==> config.mk <==
export PLATFORM = sky130hd
export DESIGN_NAME = zs_pixel_frame_decoder
export DESIGN_NICKNAME = d
export VERILOG_FILES = /design/src/rtl/core/zspf_pkg.sv /design/src/rtl/core/zs_pixel_frame_decoder.sv /design/src/rtl/core/zspf_front.sv /design/src/rtl/core/zspf_queue.sv /design/src/rtl/core/zspf_back.sv
export SDC_FILE = /design/constraint.sdc
export NUM_CORES = 1
export LEC_CHECK = 0
export ABC_AREA = 1
export BUFFER_PORTS_ARGS = -buffer_cell sky130_fd_sc_hd__buf_4
export CORE_UTILIZATION = 56
export CTS_CLUSTER_SIZE = 25
export DETAILED_ROUTE_END_ITERATION = 6
export GPL_TIMING_DRIVEN = 0
export PLACE_DENSITY = 0.85
export SLEW_MARGIN = 20
export SYNTH_ARGS = -nofsm -noshare
export SYNTH_HDL_FRONTEND = slang
export SYNTH_SLANG_ARGS = --single-unit
==> constraint.sdc <==
create_clock -name clock -period 6.3 [get_ports clock]
set_clock_uncertainty 0.15 [all_clocks]
set_input_delay 0.315 -clock clock [delete_from_list [all_inputs] [get_ports clock]]
set_output_delay 0.315 -clock clock [all_outputs]
set_load 0.05 [all_outputs]
==> src/rtl/core/zspf_pkg.sv <==
`timescale 1ns / 1ps
// ----------------------------------------------------------------------------
// zspf_pkg
// Shared types and constants of the zero-suppressed pixel frame decoder.
// ----------------------------------------------------------------------------
package zspf_pkg;

   localparam int ROW_W   = 11;
   localparam int COL_W   = 11;
   localparam int PIX_W   = 12;
   localparam int RUN_W   = 2;
   localparam int PROW_W  = 10;
   localparam int ELEM_W  = 17;

   // Pivot row: ((pivot >> 4) + 4) mod 576, the mod done by reciprocal multiply
   localparam logic [3:0]  PIVOT_OFFSET_ROWS = 4'd4;     // 64 / 16
   localparam logic [12:0] PIVOT_RECIP       = 13'd7282; // ceil(2^22 / 576)
   localparam int          PIVOT_SHIFT       = 22;

   // One queue entry: the runs decoded from one payload word
   typedef struct packed {
      logic               run0_valid;
      logic [COL_W-1:0]   run0_column;
      logic [RUN_W-1:0]   run0_length;
      logic               run1_valid;
      logic [COL_W-1:0]   run1_column;
      logic [RUN_W-1:0]   run1_length;
      logic [ROW_W-1:0]   row;
      logic [PROW_W-1:0]  pivot_row;
      logic               frame;
   } zspf_entry_type;

endpackage

==> src/rtl/core/zs_pixel_frame_decoder.sv <==
`timescale 1ns / 1ps
// ----------------------------------------------------------------------------
// zs_pixel_frame_decoder
// Zero-suppressed pixel frame decoder: line headers and state runs in,
// hit pixels out.
//
//   channel  direction  transaction
//   req_     in         one 32-bit payload word, frame info on frame start
//   rsp_     out        one hit pixel
//
// The front end decodes both elements of a word in the accept cycle and
// takes a word every cycle while the run queue has room.
// The back end sends one pixel per cycle while the response side is ready;
// a word yields up to eight pixels, and words without hits are not queued.
// Either side stalls on its own through the queue of QUEUE_DEPTH entries.
// Reset clears frame state to idle (decoding stopped) and empties the queue.
// ----------------------------------------------------------------------------
module zs_pixel_frame_decoder
   import zspf_pkg::*;
#(
   parameter int QUEUE_DEPTH = 4
)
(
   input  logic               clock,
   input  logic               reset,
   input  logic               req_valid,
   output logic               req_ready,
   input  logic [31:0]        req_data_word,
   input  logic               req_frame_start,
   input  logic [15:0]        req_frame_words,
   input  logic [15:0]        req_pivot_value,
   input  logic               req_frame_index,
   output logic               rsp_valid,
   input  logic               rsp_ready,
   output logic [PIX_W-1:0]   rsp_pixel_column,
   output logic [ROW_W-1:0]   rsp_pixel_row,
   output logic               rsp_after_pivot,
   output logic               rsp_pixel_frame,
   output logic               rsp_last_of_run
);

   logic            queue_full;
   logic            push_valid;
   zspf_entry_type  push_entry;
   logic            head_valid;
   zspf_entry_type  head_entry;
   logic            pop;

   zspf_front u_front (
      .clock           (clock),
      .reset           (reset),
      .req_valid       (req_valid),
      .req_ready       (req_ready),
      .req_data_word   (req_data_word),
      .req_frame_start (req_frame_start),
      .req_frame_words (req_frame_words),
      .req_pivot_value (req_pivot_value),
      .req_frame_index (req_frame_index),
      .queue_full      (queue_full),
      .push_valid      (push_valid),
      .push_entry      (push_entry)
   );

   zspf_queue #(
      .DEPTH (QUEUE_DEPTH)
   ) u_queue (
      .clock      (clock),
      .reset      (reset),
      .push_valid (push_valid),
      .push_entry (push_entry),
      .full       (queue_full),
      .head_valid (head_valid),
      .head_entry (head_entry),
      .pop        (pop)
   );

   zspf_back u_back (
      .clock            (clock),
      .reset            (reset),
      .head_valid       (head_valid),
      .head_entry       (head_entry),
      .pop              (pop),
      .rsp_valid        (rsp_valid),
      .rsp_ready        (rsp_ready),
      .rsp_pixel_column (rsp_pixel_column),
      .rsp_pixel_row    (rsp_pixel_row),
      .rsp_after_pivot  (rsp_after_pivot),
      .rsp_pixel_frame  (rsp_pixel_frame),
      .rsp_last_of_run  (rsp_last_of_run)
   );

endmodule

==> src/rtl/core/zspf_front.sv <==
`timescale 1ns / 1ps
// ----------------------------------------------------------------------------
// zspf_front
// Accepts payload words, tracks frame and line header state, and pushes the
// state runs of each word into the run queue.
// ----------------------------------------------------------------------------
module zspf_front
   import zspf_pkg::*;
(
   input  logic                 clock,
   input  logic                 reset,
   input  logic                 req_valid,
   output logic                 req_ready,
   input  logic [31:0]          req_data_word,
   input  logic                 req_frame_start,
   input  logic [15:0]          req_frame_words,
   input  logic [15:0]          req_pivot_value,
   input  logic                 req_frame_index,
   input  logic                 queue_full,
   output logic                 push_valid,
   output zspf_entry_type       push_entry
);

   typedef struct packed {
      logic [ELEM_W-1:0] left;
      logic [3:0]        pending;
      logic [ROW_W-1:0]  row;
      logic              stopped;
   } zspf_dec_type;

   typedef struct packed {
      zspf_dec_type      st;
      logic              hit;
      logic [COL_W-1:0]  column;
      logic [RUN_W-1:0]  length;
   } zspf_take_type;

   // Decode one 16-bit element against the running line state
   function automatic zspf_take_type take_element(input zspf_dec_type st,
                                                  input logic [15:0] elem);
      zspf_take_type r;
      logic [4:0]    need;
      r        = '0;
      r.st     = st;
      r.column = elem[12:2];
      r.length = elem[1:0];
      need     = {1'b0, elem[3:0]} + 5'd1;
      if (st.stopped || st.left == '0) begin
         r.st.left    = '0;
         r.st.pending = '0;
         r.st.stopped = 1'b1;
      end else if (st.pending != '0) begin
         r.hit        = 1'b1;
         r.st.pending = st.pending - 4'd1;
         r.st.left    = st.left - 17'd1;
      end else if (st.left == 17'd1 || {12'b0, need} > st.left) begin
         // header as last element, or its states overrun the frame
         r.st.left    = '0;
         r.st.pending = '0;
         r.st.stopped = 1'b1;
      end else begin
         r.st.row     = elem[14:4];
         r.st.pending = elem[3:0];
         r.st.left    = st.left - 17'd1;
      end
      return r;
   endfunction

   zspf_dec_type       dec_ff, dec_in;
   logic [PROW_W-1:0]  pivot_row_ff, pivot_row_in;
   logic               frame_ff, frame_in;

   zspf_dec_type       st0;
   zspf_take_type      t0, t1;
   logic               accept;

   logic [12:0]        piv_sum;
   logic [25:0]        piv_prod;
   logic [2:0]         piv_quot;
   logic [12:0]        piv_rem;

   assign req_ready = !queue_full;
   assign accept    = req_valid && req_ready;

   // Pivot row from raw pivot value
   always_comb begin
      piv_sum  = {1'b0, req_pivot_value[15:4]} + {9'b0, PIVOT_OFFSET_ROWS};
      piv_prod = piv_sum * PIVOT_RECIP;
      piv_quot = piv_prod[PIVOT_SHIFT +: 3];
      piv_rem  = piv_sum - ({1'b0, piv_quot, 9'b0} + {4'b0, piv_quot, 6'b0});
   end

   // Frame start load, then both elements low half first
   always_comb begin
      st0          = dec_ff;
      pivot_row_in = pivot_row_ff;
      frame_in     = frame_ff;
      if (req_frame_start) begin
         st0.left     = {req_frame_words, 1'b0};
         st0.pending  = '0;
         st0.stopped  = (req_frame_words == '0);
         pivot_row_in = piv_rem[PROW_W-1:0];
         frame_in     = req_frame_index;
      end
      t0     = take_element(st0, req_data_word[15:0]);
      t1     = take_element(t0.st, req_data_word[31:16]);
      dec_in = t1.st;

      push_entry.run0_valid  = t0.hit;
      push_entry.run0_column = t0.column;
      push_entry.run0_length = t0.length;
      push_entry.run1_valid  = t1.hit;
      push_entry.run1_column = t1.column;
      push_entry.run1_length = t1.length;
      push_entry.row         = t0.st.row;
      push_entry.pivot_row   = pivot_row_in;
      push_entry.frame       = frame_in;
      push_valid             = accept && (t0.hit || t1.hit);
   end

   // State registers
   always_ff @(posedge clock) begin
      if (reset) begin
         dec_ff.left    <= '0;
         dec_ff.pending <= '0;
         dec_ff.row     <= '0;
         dec_ff.stopped <= 1'b1;
         pivot_row_ff   <= '0;
         frame_ff       <= 1'b0;
      end else if (accept) begin
         dec_ff       <= dec_in;
         pivot_row_ff <= pivot_row_in;
         frame_ff     <= frame_in;
      end
   end

endmodule

==> src/rtl/core/zspf_queue.sv <==
`timescale 1ns / 1ps
// ----------------------------------------------------------------------------
// zspf_queue
// Small FIFO of decoded run entries between the front and back ends.
// ----------------------------------------------------------------------------
module zspf_queue
   import zspf_pkg::*;
#(
   parameter int DEPTH = 4
)
(
   input  logic            clock,
   input  logic            reset,
   input  logic            push_valid,
   input  zspf_entry_type  push_entry,
   output logic            full,
   output logic            head_valid,
   output zspf_entry_type  head_entry,
   input  logic            pop
);

   localparam int PTR_W = (DEPTH > 1) ? $clog2(DEPTH) : 1;
   localparam int CNT_W = $clog2(DEPTH + 1);

   zspf_entry_type     slot_ff [DEPTH];
   logic [PTR_W-1:0]   wr_ptr_ff, wr_ptr_in;
   logic [PTR_W-1:0]   rd_ptr_ff, rd_ptr_in;
   logic [CNT_W-1:0]   count_ff, count_in;
   logic               do_push, do_pop;

   assign full       = (count_ff == CNT_W'(DEPTH));
   assign head_valid = (count_ff != '0);
   assign head_entry = slot_ff[rd_ptr_ff];
   assign do_push    = push_valid && !full;
   assign do_pop     = pop && head_valid;

   // Pointer and fill count update
   always_comb begin
      wr_ptr_in = wr_ptr_ff;
      rd_ptr_in = rd_ptr_ff;
      count_in  = count_ff;
      if (do_push) begin
         wr_ptr_in = (wr_ptr_ff == PTR_W'(DEPTH - 1)) ? '0 : wr_ptr_ff + 1'b1;
      end
      if (do_pop) begin
         rd_ptr_in = (rd_ptr_ff == PTR_W'(DEPTH - 1)) ? '0 : rd_ptr_ff + 1'b1;
      end
      if (do_push && !do_pop) begin
         count_in = count_ff + 1'b1;
      end else if (!do_push && do_pop) begin
         count_in = count_ff - 1'b1;
      end
   end

   always_ff @(posedge clock) begin
      if (reset) begin
         wr_ptr_ff <= '0;
         rd_ptr_ff <= '0;
         count_ff  <= '0;
      end else begin
         wr_ptr_ff <= wr_ptr_in;
         rd_ptr_ff <= rd_ptr_in;
         count_ff  <= count_in;
      end
   end

   // Entry storage
   always_ff @(posedge clock) begin
      if (do_push) begin
         slot_ff[wr_ptr_ff] <= push_entry;
      end
   end

endmodule

==> src/rtl/core/zspf_back.sv <==
`timescale 1ns / 1ps
// ----------------------------------------------------------------------------
// zspf_back
// Expands queued runs into pixels, one pixel per cycle while the output is
// not stalled, into a registered result stage.
// ----------------------------------------------------------------------------
module zspf_back
   import zspf_pkg::*;
(
   input  logic               clock,
   input  logic               reset,
   input  logic               head_valid,
   input  zspf_entry_type     head_entry,
   output logic               pop,
   output logic               rsp_valid,
   input  logic               rsp_ready,
   output logic [PIX_W-1:0]   rsp_pixel_column,
   output logic [ROW_W-1:0]   rsp_pixel_row,
   output logic               rsp_after_pivot,
   output logic               rsp_pixel_frame,
   output logic               rsp_last_of_run
);

   logic               sel_ff, sel_in;
   logic [RUN_W-1:0]   offs_ff, offs_in;
   logic               valid_ff, valid_in;
   logic [PIX_W-1:0]   column_ff, column_in;
   logic [ROW_W-1:0]   row_ff, row_in;
   logic               piv_ff, piv_in;
   logic               frame_ff, frame_in;
   logic               last_ff, last_in;

   logic               cur_sel;
   logic [COL_W-1:0]   cur_column;
   logic [RUN_W-1:0]   cur_length;
   logic               run_done;
   logic               load;

   // Pick the active run of the head entry
   always_comb begin
      cur_sel    = sel_ff || !head_entry.run0_valid;
      cur_column = cur_sel ? head_entry.run1_column : head_entry.run0_column;
      cur_length = cur_sel ? head_entry.run1_length : head_entry.run0_length;
      run_done   = (offs_ff == cur_length);
      load       = head_valid && (!valid_ff || rsp_ready);
      pop        = load && run_done && (cur_sel || !head_entry.run1_valid);
   end

   // Next pixel and walk state
   always_comb begin
      sel_in    = sel_ff;
      offs_in   = offs_ff;
      valid_in  = valid_ff && !rsp_ready;
      column_in = column_ff;
      row_in    = row_ff;
      piv_in    = piv_ff;
      frame_in  = frame_ff;
      last_in   = last_ff;
      if (load) begin
         valid_in  = 1'b1;
         column_in = {1'b0, cur_column} + {{(PIX_W-RUN_W){1'b0}}, offs_ff};
         row_in    = head_entry.row;
         piv_in    = (head_entry.row >= {1'b0, head_entry.pivot_row});
         frame_in  = head_entry.frame;
         last_in   = pop;
         if (!run_done) begin
            offs_in = offs_ff + 1'b1;
         end else begin
            offs_in = '0;
            sel_in  = !pop;
         end
      end
   end

   always_ff @(posedge clock) begin
      if (reset) begin
         sel_ff   <= 1'b0;
         offs_ff  <= '0;
         valid_ff <= 1'b0;
      end else begin
         sel_ff   <= sel_in;
         offs_ff  <= offs_in;
         valid_ff <= valid_in;
      end
   end

   // Result payload
   always_ff @(posedge clock) begin
      column_ff <= column_in;
      row_ff    <= row_in;
      piv_ff    <= piv_in;
      frame_ff  <= frame_in;
      last_ff   <= last_in;
   end

   assign rsp_valid        = valid_ff;
   assign rsp_pixel_column = column_ff;
   assign rsp_pixel_row    = row_ff;
   assign rsp_after_pivot  = piv_ff;
   assign rsp_pixel_frame  = frame_ff;
   assign rsp_last_of_run  = last_ff;

endmodule
==> flow_metrics.py <==
metrics = {
    "run_status": {
        "violations": "negative setup slack",
        "outcome": "complete, but fails checks",
    },
    "sta": {
        "maxSlewHeadroom_pct": 36.84,
        "setup-violations-final": 11,
        "slew_viol_final": 0,
        "worstMarginPinSlew_ns": 0.9402,
        "post-route-period-util_pct": 106.7,
        "hold_ws_ns": 0.1026,
        "final-hold-violation-count": 0,
        "finalCriticalPeriod_ns": 6.720,
        "max_freq_mhz": 148.8,
        "setup_ws_ns": -0.4198,
        "rsz0062_at_grt": "yes",
    },
    "synth": {
        "synth-seq-cells": 283,
        "synth.avg_cell_area_um2": 9.537,
        "synthTopCellsByArea": "edfxtp_1, ha_1, dfxtp_1",
        "synth_top_flop_cell": "edfxtp_1",
        "synthDistinctLibCells": 53,
        "yosysTopAreaCellShare_pct": 42.38,
        "syn-num-nets": 1894,
        "syn_inst": 1679,
        "yosysSeqAreaShare_pct": 49.51,
        "yosysTopAreaCell": "edfxtp_1",
        "synth_area_um2": 16010,
        "synth-edff-count": 226,
        "ys_async_sr_fraction_pct": 0,
        "yosys_warnings": 0,
    },
    "routing": {
        "first_pass_iters": 6,
        "drtIter0Drc": 2108,
        "vias": 13757,
        "antenna_left": 0,
        "remaining_drc_errors": 0,
        "totalWireLength_mm": 47.38,
        "vias_per_cell": 6.068,
        "post_drt_wl_per_cell_um": 20.90,
    },
    "critical_path": {
        "critPathMaxFanout": 4,
        "start_kind": "primary input",
        "critPathMostFrequentCell": "inv_2",
        "r2r_cells": 16,
        "reg2reg_to": "u_back.rsp_after_pivot$_DFFE_PP_",
        "required_ns": 6.48,
        "worstSetupEndpointType": "flip-flop",
        "cp_slowest_cell": "fa_1",
        "worstSetupPathType": "primary input to flip-flop",
        "crit_arrival_ns": 6.90,
        "max_stage_delay_ns": 0.58,
        "reg2reg_slack_ns": 1.07,
    },
    "place": {
        "port_buffers": 89,
        "hpwl_mm": 29.38,
        "place_congestion": 0.9319,
    },
    "power_and_ir_drop": {
        "power_w": 0.009184,
        "powerDensity_nw_per_um2": 472.3,
        "peakVddDrop_mv": 0.2902,
        "p_leak_nw": 8.271,
    },
    "finish": {
        "area_delta_synth_final_pct": 21.44,
        "nets": 2082,
        "n_antenna_cell": 0,
        "fillerInstances": 1852,
        "layout-drive-gt1-share_pct": 18.37,
    },
    "worst_hold_path": {
        "whs_endpoint": "u_front.dec_ff[10]$_SDFFE_PP0P_",
        "worst_hold_path.num_cells": 5,
        "hp-start": "req_data_word[29]",
        "holdCritPathClass": "primary input to flip-flop",
    },
    "die": {
        "die_y_um": 171.1,
        "die_area_um2": 29280,
        "core.rowCount": 61,
        "initial_utilization_pct": 57.32,
        "core-area_um2": 27930,
        "fp.dieW_um": 171.1,
        "pin_count": 98,
    },
    "global_route": {
        "antenna_found_initial": 0,
        "overflow": 0,
        "grt_use_total_pct": 31.06,
        "grt_pass1_vias": 13302,
        "grt_max_degree": 26,
        "grt_pass1_wl_mm": 70.08,
    },
    "clock_network": {
        "clk_pin_slew_ns": 0.07,
        "insertion_delay_ns": 0.57,
        "cts-root-buf": "clkbuf_16",
        "cts_tree": "built",
        "htree_levels": 1,
        "cts_buffers": 28,
        "clockBufferDepth": 3,
        "cts.sinks": 283,
    },
    "run": {
        "drv_cap": 0,
    },
}
[through the flow]
stage / instances / util (%) / setup WS, ns / instance area (um2) / setup TNS [ns]
floorplan: 1679 / - / 0.01104 / 16090 / 0
global placement: 2146 / 61.70 / -1.545 / 17240 / -310.06
detailed placement: 2155 / 62.53 / -1.044 / 17470 / -13.22
CTS: 2252 / 68.65 / 0.01891 / 19180 / 0
global route: 2267 / 69.61 / -0.5955 / 19450 / -5.128
finish: 2267 / 69.61 / -0.4198 / 19450 / -3.536
[flip-flops by register name, indices dropped and copies added (netlist names), 3 cells and up, named ones only]
signal / count
u_back.rsp_pixel_column: 12
u_back.rsp_pixel_row: 11
u_front.dec_ff: 33
u_front.pivot_row_ff: 10
u_queue.count_ff: 3
u_queue.slot_ff: 200
[cell type report]
class                           count  area, um2  share of cell area, %
Buffer                             64      316.6                  1.628
Clock buffer                       31      732.0                  3.764
Tap cell                          378      473.0                  2.432
Inverter                          235      889.6                  4.575
Multi-Input combinational cell   1097       7387                  37.99
Sequential cell                   283       7928                  40.77
Timing Repair Buffer              158       1454                  7.476
Clock inverter                     21      266.5                  1.370
[placed cells by master (no fill, tap or decap), drive strengths merged, types with 4 or more instances in the layout]
cell,n
nand2,296
inv,232
edfxtp,226
nor2,181
buf,158
o21ai,140
ha,115
a21oi,89
clkbuf,68
dfxtp,57
nand3,52
xor2,42
fa,30
dlygate4sd3,27
nand4,26
xnor2,19
o22ai,18
or2,18
a32o,16
clkinv,15
a31oi,11
nand3b,7
nor3,6
clkinvlp,5
o32ai,4
bufinv,4
[cells in the mapped netlist, types with 13 or more instances]
master and count:
nand2_2 14, or2_2 17, ha_1 115, xnor2_1 19, a32o_1 16, inv_1 221
o22ai_1 18, nand2_1 280, nor2_1 168, xor2_1 42, dfxtp_1 57, nand4_1 26
o21ai_0 120, o21ai_1 13, nand3_1 49, a21oi_1 88, clkbuf_1 37, fa_1 30
edfxtp_1 226
[kinds of logic after synthesis]
group / Yosys count / share of synthesized area [%]
simple gates: 591 / 16.02
compound gates: 300 / 10.87
buf+inv: 299 / 7.532
flops: 283 / 49.51
fa+ha+maj: 145 / 12.74
xor+xnor: 61 / 3.336
[worst max-delay path: cells and delay by family]
family / cells / cell delay, ns
buffers and inverters: 9 / 0.85
adders and majority gates: 9 / 3.25
AOI/OAI and AO/OA: 6 / 0.76
and+or+nand+nor: 6 / 0.75
xor gates and xnor gates: 5 / 0.94
[worst max path at each step]
stage,from,to,slack [ns],cells after the start
finish,req_pivot_value[6],u_queue.slot_ff[3][10]$_DFFE_PP_,-0.42,35
global placement,req_data_word[0],u_queue.slot_ff[2][30]$_DFFE_PP_,-1.54,23
detailed placement,req_pivot_value[6],u_front.pivot_row_ff[9]$_SDFFE_PP0P_,-1.04,38
floorplan,req_pivot_value[6],u_queue.slot_ff[0][10]$_DFFE_PP_,0.01,34
global route,req_pivot_value[6],u_queue.slot_ff[3][10]$_DFFE_PP_,-0.60,34
CTS,req_pivot_value[7],u_front.pivot_row_ff[9]$_SDFFE_PP0P_,0.02,35
[report_power, final]
| group | total, W | internal (W) | switching, W |
|---|---|---|---|
| logic | 0.00473 | 0.00169 | 0.00304 |
| clock network | 0.00178 | 0.00102 | 0.000762 |
| registers | 0.00268 | 0.00254 | 0.000136 |
[metal layers]
metal	vias to the layer above	global-route usage [%]	part of all wire, %
met5	-	0	0
met4	0	15.26	6.2
met3	247	4.858	10
met2	1059	53.11	47
met1	6413	38.25	36
li1	6038	-	-
[repair_timing]
action | CTS | global route
hold buffers | 27 | 0
gates resized for setup | 52 | 40
hold endpoints to repair | 105 | 0
setup buffers | 18 | 15
pin swaps | 46 | 49
setup endpoints to repair | 15 | 15
(Power assumes the default switching activity.)
